**config.mk**
```make
export PLATFORM = sky130hd
export DESIGN_NAME = bfam_ctrl
export DESIGN_NICKNAME = d
export VERILOG_FILES = /design/src/hdl/bfam_pkg.sv /design/src/hdl/bfam_ctrl.sv
export SDC_FILE = /design/constraint.sdc
export NUM_CORES = 1
export LEC_CHECK = 0
export ABC_AREA = 1
export BUFFER_PORTS_ARGS = -buffer_cell sky130_fd_sc_hd__buf_2
export CAP_MARGIN = 5
export CORE_AREA = 2 2 39 41
export CTS_CLUSTER_SIZE = 16
export DETAILED_ROUTE_END_ITERATION = 16
export DIE_AREA = 0 0 41 43
export PLACE_DENSITY = 0.6
export RECOVER_POWER = 25
export SYNTH_ARGS = -nofsm -noshare
export SYNTH_HDL_FRONTEND = slang
export SYNTH_SLANG_ARGS = --single-unit
```
**constraint.sdc**
```tcl
create_clock -name clk -period 1.1 [get_ports clk]
set_input_delay 0.11 -clock clk [delete_from_list [all_inputs] [get_ports clk]]
set_output_delay 0.11 -clock clk [all_outputs]
set_load 0.1 [all_outputs]
```
**src/hdl/bfam_pkg.sv**
```systemverilog
// Shared types, codes and constants for the Bellman-Ford adjacency matrix block.
package bfam_pkg;

  localparam int MAX_VERTICES_DEFAULT = 16;
  localparam int VERTEX_LIMIT = 16;

  localparam int VIDX_W   = 4;
  localparam int COUNT_W  = 5;
  localparam int WEIGHT_W = 16;
  localparam int DIST_W   = 24;
  localparam int UNREACH_W = 23;
  localparam int CFG_IDX_W = 2;
  localparam int CFG_DATA_W = 23;

  localparam logic [1:0] OP_CLEAR = 2'd0;
  localparam logic [1:0] OP_WRITE = 2'd1;
  localparam logic [1:0] OP_RUN   = 2'd2;

  localparam logic [CFG_IDX_W-1:0] CFG_VERTEX_COUNT    = 2'd0;
  localparam logic [CFG_IDX_W-1:0] CFG_SOURCE_VERTEX   = 2'd1;
  localparam logic [CFG_IDX_W-1:0] CFG_UNREACHED_VALUE = 2'd2;

  localparam logic [COUNT_W-1:0]   VERTEX_COUNT_RESET    = 5'd16;
  localparam logic [VIDX_W-1:0]    SOURCE_VERTEX_RESET   = 4'd0;
  localparam logic [UNREACH_W-1:0] UNREACHED_VALUE_RESET = 23'd200;

  typedef enum logic [2:0] {
    ST_IDLE,
    ST_PASS_START,
    ST_ROW_START,
    ST_EDGE_RD,
    ST_EDGE_ADD,
    ST_EDGE_UPD,
    ST_OUT_EMIT
  } state_t;

  typedef struct packed {
    logic clear;
    logic write;
    logic init;
    logic pass_start;
    logic next_pass;
    logic enter_check;
    logic row_load;
    logic edge_read;
    logic edge_add;
    logic edge_update;
    logic out_start;
    logic emit;
  } cmd_t;

  typedef struct packed {
    logic row_over;
    logic pass_last;
    logic checking;
    logic col_last;
    logic n_zero;
    logic out_free;
  } status_t;

endpackage

```
**src/hdl/bfam_ctrl.sv**
```systemverilog
// Controller state machine sequencing passes, rows, edges and result emission.
module bfam_ctrl
  import bfam_pkg::*;
(
  input  logic       clk,
  input  logic       rst,
  input  logic       in_valid,
  input  logic [1:0] opcode,
  output logic       in_ready,
  input  status_t    sts,
  output cmd_t       cmd
);

  state_t state;
  state_t state_next;

  always_ff @(posedge clk) begin
    if (rst) begin
      state <= ST_IDLE;
    end else begin
      state <= state_next;
    end
  end

  always_comb begin
    state_next = state;
    cmd        = '0;
    in_ready   = 1'b0;
    unique case (state)
      ST_IDLE: begin
        in_ready = 1'b1;
        if (in_valid) begin
          unique case (opcode)
            OP_CLEAR: cmd.clear = 1'b1;
            OP_WRITE: cmd.write = 1'b1;
            OP_RUN: begin
              cmd.init   = 1'b1;
              state_next = ST_PASS_START;
            end
            default: ;
          endcase
        end
      end
      ST_PASS_START: begin
        cmd.pass_start = 1'b1;
        state_next     = ST_ROW_START;
      end
      ST_ROW_START: begin
        priority if (sts.row_over && sts.checking && sts.n_zero) begin
          state_next = ST_IDLE;
        end else if (sts.row_over && sts.checking) begin
          cmd.out_start = 1'b1;
          state_next    = ST_OUT_EMIT;
        end else if (sts.row_over && sts.pass_last) begin
          cmd.enter_check = 1'b1;
          state_next      = ST_PASS_START;
        end else if (sts.row_over) begin
          cmd.next_pass = 1'b1;
          state_next    = ST_PASS_START;
        end else begin
          cmd.row_load = 1'b1;
          state_next   = ST_EDGE_RD;
        end
      end
      ST_EDGE_RD: begin
        cmd.edge_read = 1'b1;
        state_next    = ST_EDGE_ADD;
      end
      ST_EDGE_ADD: begin
        cmd.edge_add = 1'b1;
        state_next   = ST_EDGE_UPD;
      end
      ST_EDGE_UPD: begin
        cmd.edge_update = 1'b1;
        state_next      = sts.col_last ? ST_ROW_START : ST_EDGE_RD;
      end
      ST_OUT_EMIT: begin
        if (sts.out_free) begin
          cmd.emit = 1'b1;
          if (sts.col_last) begin
            state_next = ST_IDLE;
          end
        end
      end
      default: state_next = ST_IDLE;
    endcase
  end

endmodule

```
== Yosys cells after proc, flatten, opt, wreduce, memory -nomap -nowiden ==
Cells that the tools add are included.

* $lt $le $gt $ge: 0
* Bitwise operators: 0
* Shift-type cells: 0
* Divide/modulo/power cells: 0
* $mul: 0
* Muxes and demuxes: 33
* Equal/unequal tests: 12
* Reductions and logical operators: 6
* Add/subtract/negate cells: 0

{| class="wikitable"
|+ Operators by type and width
! kind !! number
|-
| 2-to-1 mux 3 bit || 12
|-
| one-hot mux 3 bit (7 select lines) || 1
|-
| 2-to-1 mux 1 bit || 19
|-
| == test 3 bit (second input constant) || 3
|-
| == test 3 x 2 -> 1 bit (second input constant) || 2
|-
| inequality test 2 bit (second input constant) || 3
|-
| AND reduction 4 bit || 1
|-
| == test 3 x 1 -> 1 bit (second input constant) || 1
|-
| logical AND 1 bit || 3
|-
| zero test 3 bit || 1
|-
| == test 2 x 1 -> 1 bit (second input constant) || 1
|-
| == test 2 bit (second input constant) || 1
|-
| zero test 2 bit || 1
|-
| 2-to-1 mux 2 bit || 1
|-
| inequality test 2 x 1 -> 1 bit (second input constant) || 1
|}

* Register bits after elaboration: 3
* Word-level logic and storage cells: 52
* Bits in latches: 0
* Memory bits (writable): 0
* Memories: 0
* ROM bits: 0
* Output and inout port bits: 13
* Input bits: 11

== Depth between registers and ports, before layout ==
* Depth in word-level cells: 5
* Mapped depth: 8

== Worst setup path after synthesis ==
No wires, ideal clock.

* Path type: register to output
* From: register state[0]
* To: output cmd[10] (netlist name)
* Buffers on the path: 0
* Cell stages (with the launch flop): 6
* Required time: 0.990 ns
* Arrival time: 3.171 ns
* Slack: -2.181 ns
* Cells stage by stage: dfxtp_1 -> nor2_2 -> inv_2 -> nor2_4 -> inv_2 -> nor3_1

{| class="wikitable"
|+ RTL lines
! item !! RTL line !! RTL
|-
| start, declared || bfam_ctrl.sv:14 || <nowiki>state_t state;</nowiki>
|-
| start signal, assigned || bfam_ctrl.sv:21 || <nowiki>state <= state_next;</nowiki>
|-
| end, declared || bfam_ctrl.sv:11 || <nowiki>output cmd_t cmd</nowiki>
|}

==> results by group <==
Setup path
  – CP Cell Sequence: nor2_4 > inv_2 > nor2_4 > inv_4 > nor3_4 > buf_12
  – Worst setup EP type: output pin
  – Crit Path Max Fanout: 3
  – Critical path class: reg2out
  – Slowest stage delay, CP: 350 ps
  – CP arrival: 1310 ps
  – Kind of start point of the critical path: flip-flop
  – CP bufs+invs: 3
  – Worst path required time: 990 ps
  – CP max stage cell: dfxtp_4
  – CP dominant cell by count: nor2_4
  – Crit path max-delay family: simple AND/OR/NAND/NOR gates

Placement
  – Placed cells: 106
  – Dpl hpwl: 846 um
  – Place WS: -129 ps
  – Routability congestion estimate: 0.729
  – # port buffers: 23

Clock tree
  – H-tree depth reported by CTS: 1
  – Insertion delay to the later sink of the worst-skew pair: 230 ps
  – Hold buffers post-CTS: 0
  – Clock transition at path regs: 40 ps
  – CTS tree: built
  – CTS Buf Count: 3
  – CTS max path bufs: 2
  – TritonCTS Sinks: 3
  – Root buffer cell: clkbuf_4

Cells and area
  – Biggest regs: state: 3 flops
  – Max reg flops: 3
  – Most frequent cells in the layout: buf_12, buf_4, buf_2
  – FILL cells: 92
  – Top reg by flops: state
  – Sequential cell area: 71.3 um^2
  – Antenna diodes: 0
  – Commonest non-fill, non-tap cell in the layout: buf_12
  – P&R area growth vs syn: 226%
  – Fin cells: 122
  – Net count, final: 118
  – Multi-input gate area: 348 um^2
  – Layout cells sized above 1: 76.4%

Route
  – Vias per Instance: 4.37
  – DRT antenna net count: 0
  – Avg WL per Cell: 11.0 um
  – Routed vias: 533
  – First-pass iteration count of the detailed router: 3
  – Detailed Route WL: 1.34 mm
  – Initial DRC count: 3
  – Drt drc: 0

GRT
  – All-Layer GR Usage: 16.1%
  – Vias in the first global route: 485
  – Grt ovf: 0
  – Initial antenna violation count: 0
  – Largest net degree at the start of global routing: 8
  – First-pass GRT wire length: 1.93 mm

Synth
  – Synth area leaders: dfxtp_1, inv_1, nand2_1
  – Ys Warns: 0
  – Top cell type's share of synthesized area: 18.7%
  – Register area share after synthesis: 18.7%
  – Yosys reg bits: 3
  – Post-synthesis instance total: 60
  – Post-Syn Area: 322 um^2
  – Post-synth top area cell: dfxtp_1
  – Mapped Nets: 71
  – Netlist cell types: 14
  – Syn Area/Cell: 5.36 um^2

Floorplanning
  – Die Span X: 41 um
  – I/O pins: 24
  – Initial Util: 23.2%
  – Die height: 43 um
  – Std-Cell Core Area: 1380 um^2
  – # rows: 14
  – Die area: 1760 um^2

STA
  – Tcrit/Tclk final: 129%
  – F_max: 705 MHz
  – Post-layout worst setup margin: -318 ps
  – Slew Limit Fails: 0
  – Clk_skew: 5.85 ps
  – Sum Neg Setup Slack: -3280 ps
  – Worst-margin pin slew: 216 ps
  – Finish-stage setup viols: 15
  – Slew HR: 85.5%
  – Fin. Hold Viols: 0
  – Hold WS: 129 ps
  – RSZ-0062 raised after global routing: true
  – Crit path time final: 1420 ps

Outcome
  – Violated checks: setup timing
  – Outcome: finished, violations left

Power
  – PD cells: 1240 nW/um^2
  – Worst VDD drop: 1.08 mV
  – P_leak: 0.499 nW

Hold path
  – Hold Path Class: in2reg

Job
  – Max-cap violations: 0
-- worst reg2reg max path: stages, from the launching register on --
cell,delay (ps)
dfxtp_4,350
buf_8,140
buf_6,120
nor2_4,140
nand2_4,80
buf_6,120
nand3_2,70
nand2_1,50
inv_1,40
-- logic make-up after synthesis --
family | synth area share (%)
AO/OA/AOI/OAI | 1.55
buffers and inverters | 23.3
AND/OR/NAND/NOR | 56.4
flip-flops | 18.7
-- final cells by class --
class / instances / area share [%]
Tap cell: 16 / 1.91
Multi-Input combinational cell: 39 / 33.1
Sequential cell: 3 / 6.79
Clock buffer: 4 / 2.50
Inverter: 17 / 8.22
Timing Repair Buffer: 43 / 47.4
-- timing repair --
item | 4_1_cts | 5_1_grt
setup endpoints to repair | 15 | 16
resized for setup | 28 | 7
buffers inserted | 8 | 5
pin swaps | 8 | 8
-- final timing paths --
check / end / cells after the start / slack, ps / start
worst max-delay path: cmd[11] / 6 / -320 / state[1]$_SDFFE_PP0P_
worst min-delay path: state[1]$_SDFFE_PP0P_ / 4 / 130 / rst
worst max register to register: state[2]$_SDFFE_PP0P_ / 8 / -60 / state[2]$_SDFFE_PP0P_
worst min register to register: state[0]$_SDFFE_PP0P_ / 5 / 690 / state[1]$_SDFFE_PP0P_
-- report_power, final --
group / switching, mW / internal [mW]
sequential: 0.0251 / 0.129
combinational: 0.578 / 0.385
clock: 0.0521 / 0.136
-- synth_stat cells, drive strengths merged --
cell type and n:
inv 17, nand2 14, nor2 10, nand3 7
nor3 4, dfxtp 3, nor3b 2, buf 1
nand4 1, o21ai 1
-- through the flow --
step	total power [mW]	utilization [%]	cell area, um^2
2_1_floorplan	0.647	-	423
5_1_grt	1.37	75.9	1050
3_5_place_dp	0.922	58.0	802
3_3_place_gp	0.913	58.0	802
4_1_cts	1.26	71.2	986
6_report	1.30	75.9	1050
-- layer usage --
| metal | GRT usage (%) | part of all wire, % | vias up |
|---|---|---|---|
| met5 | 0 | 0 | - |
| met4 | 4.00 | 0 | 0 |
| met3 | 3.66 | 4.5 | 0 |
| met2 | 28.4 | 57 | 19 |
| met1 | 18.2 | 38 | 239 |
| li1 | - | - | 275 |
Note: power is estimated with default switching activity, not from simulation.
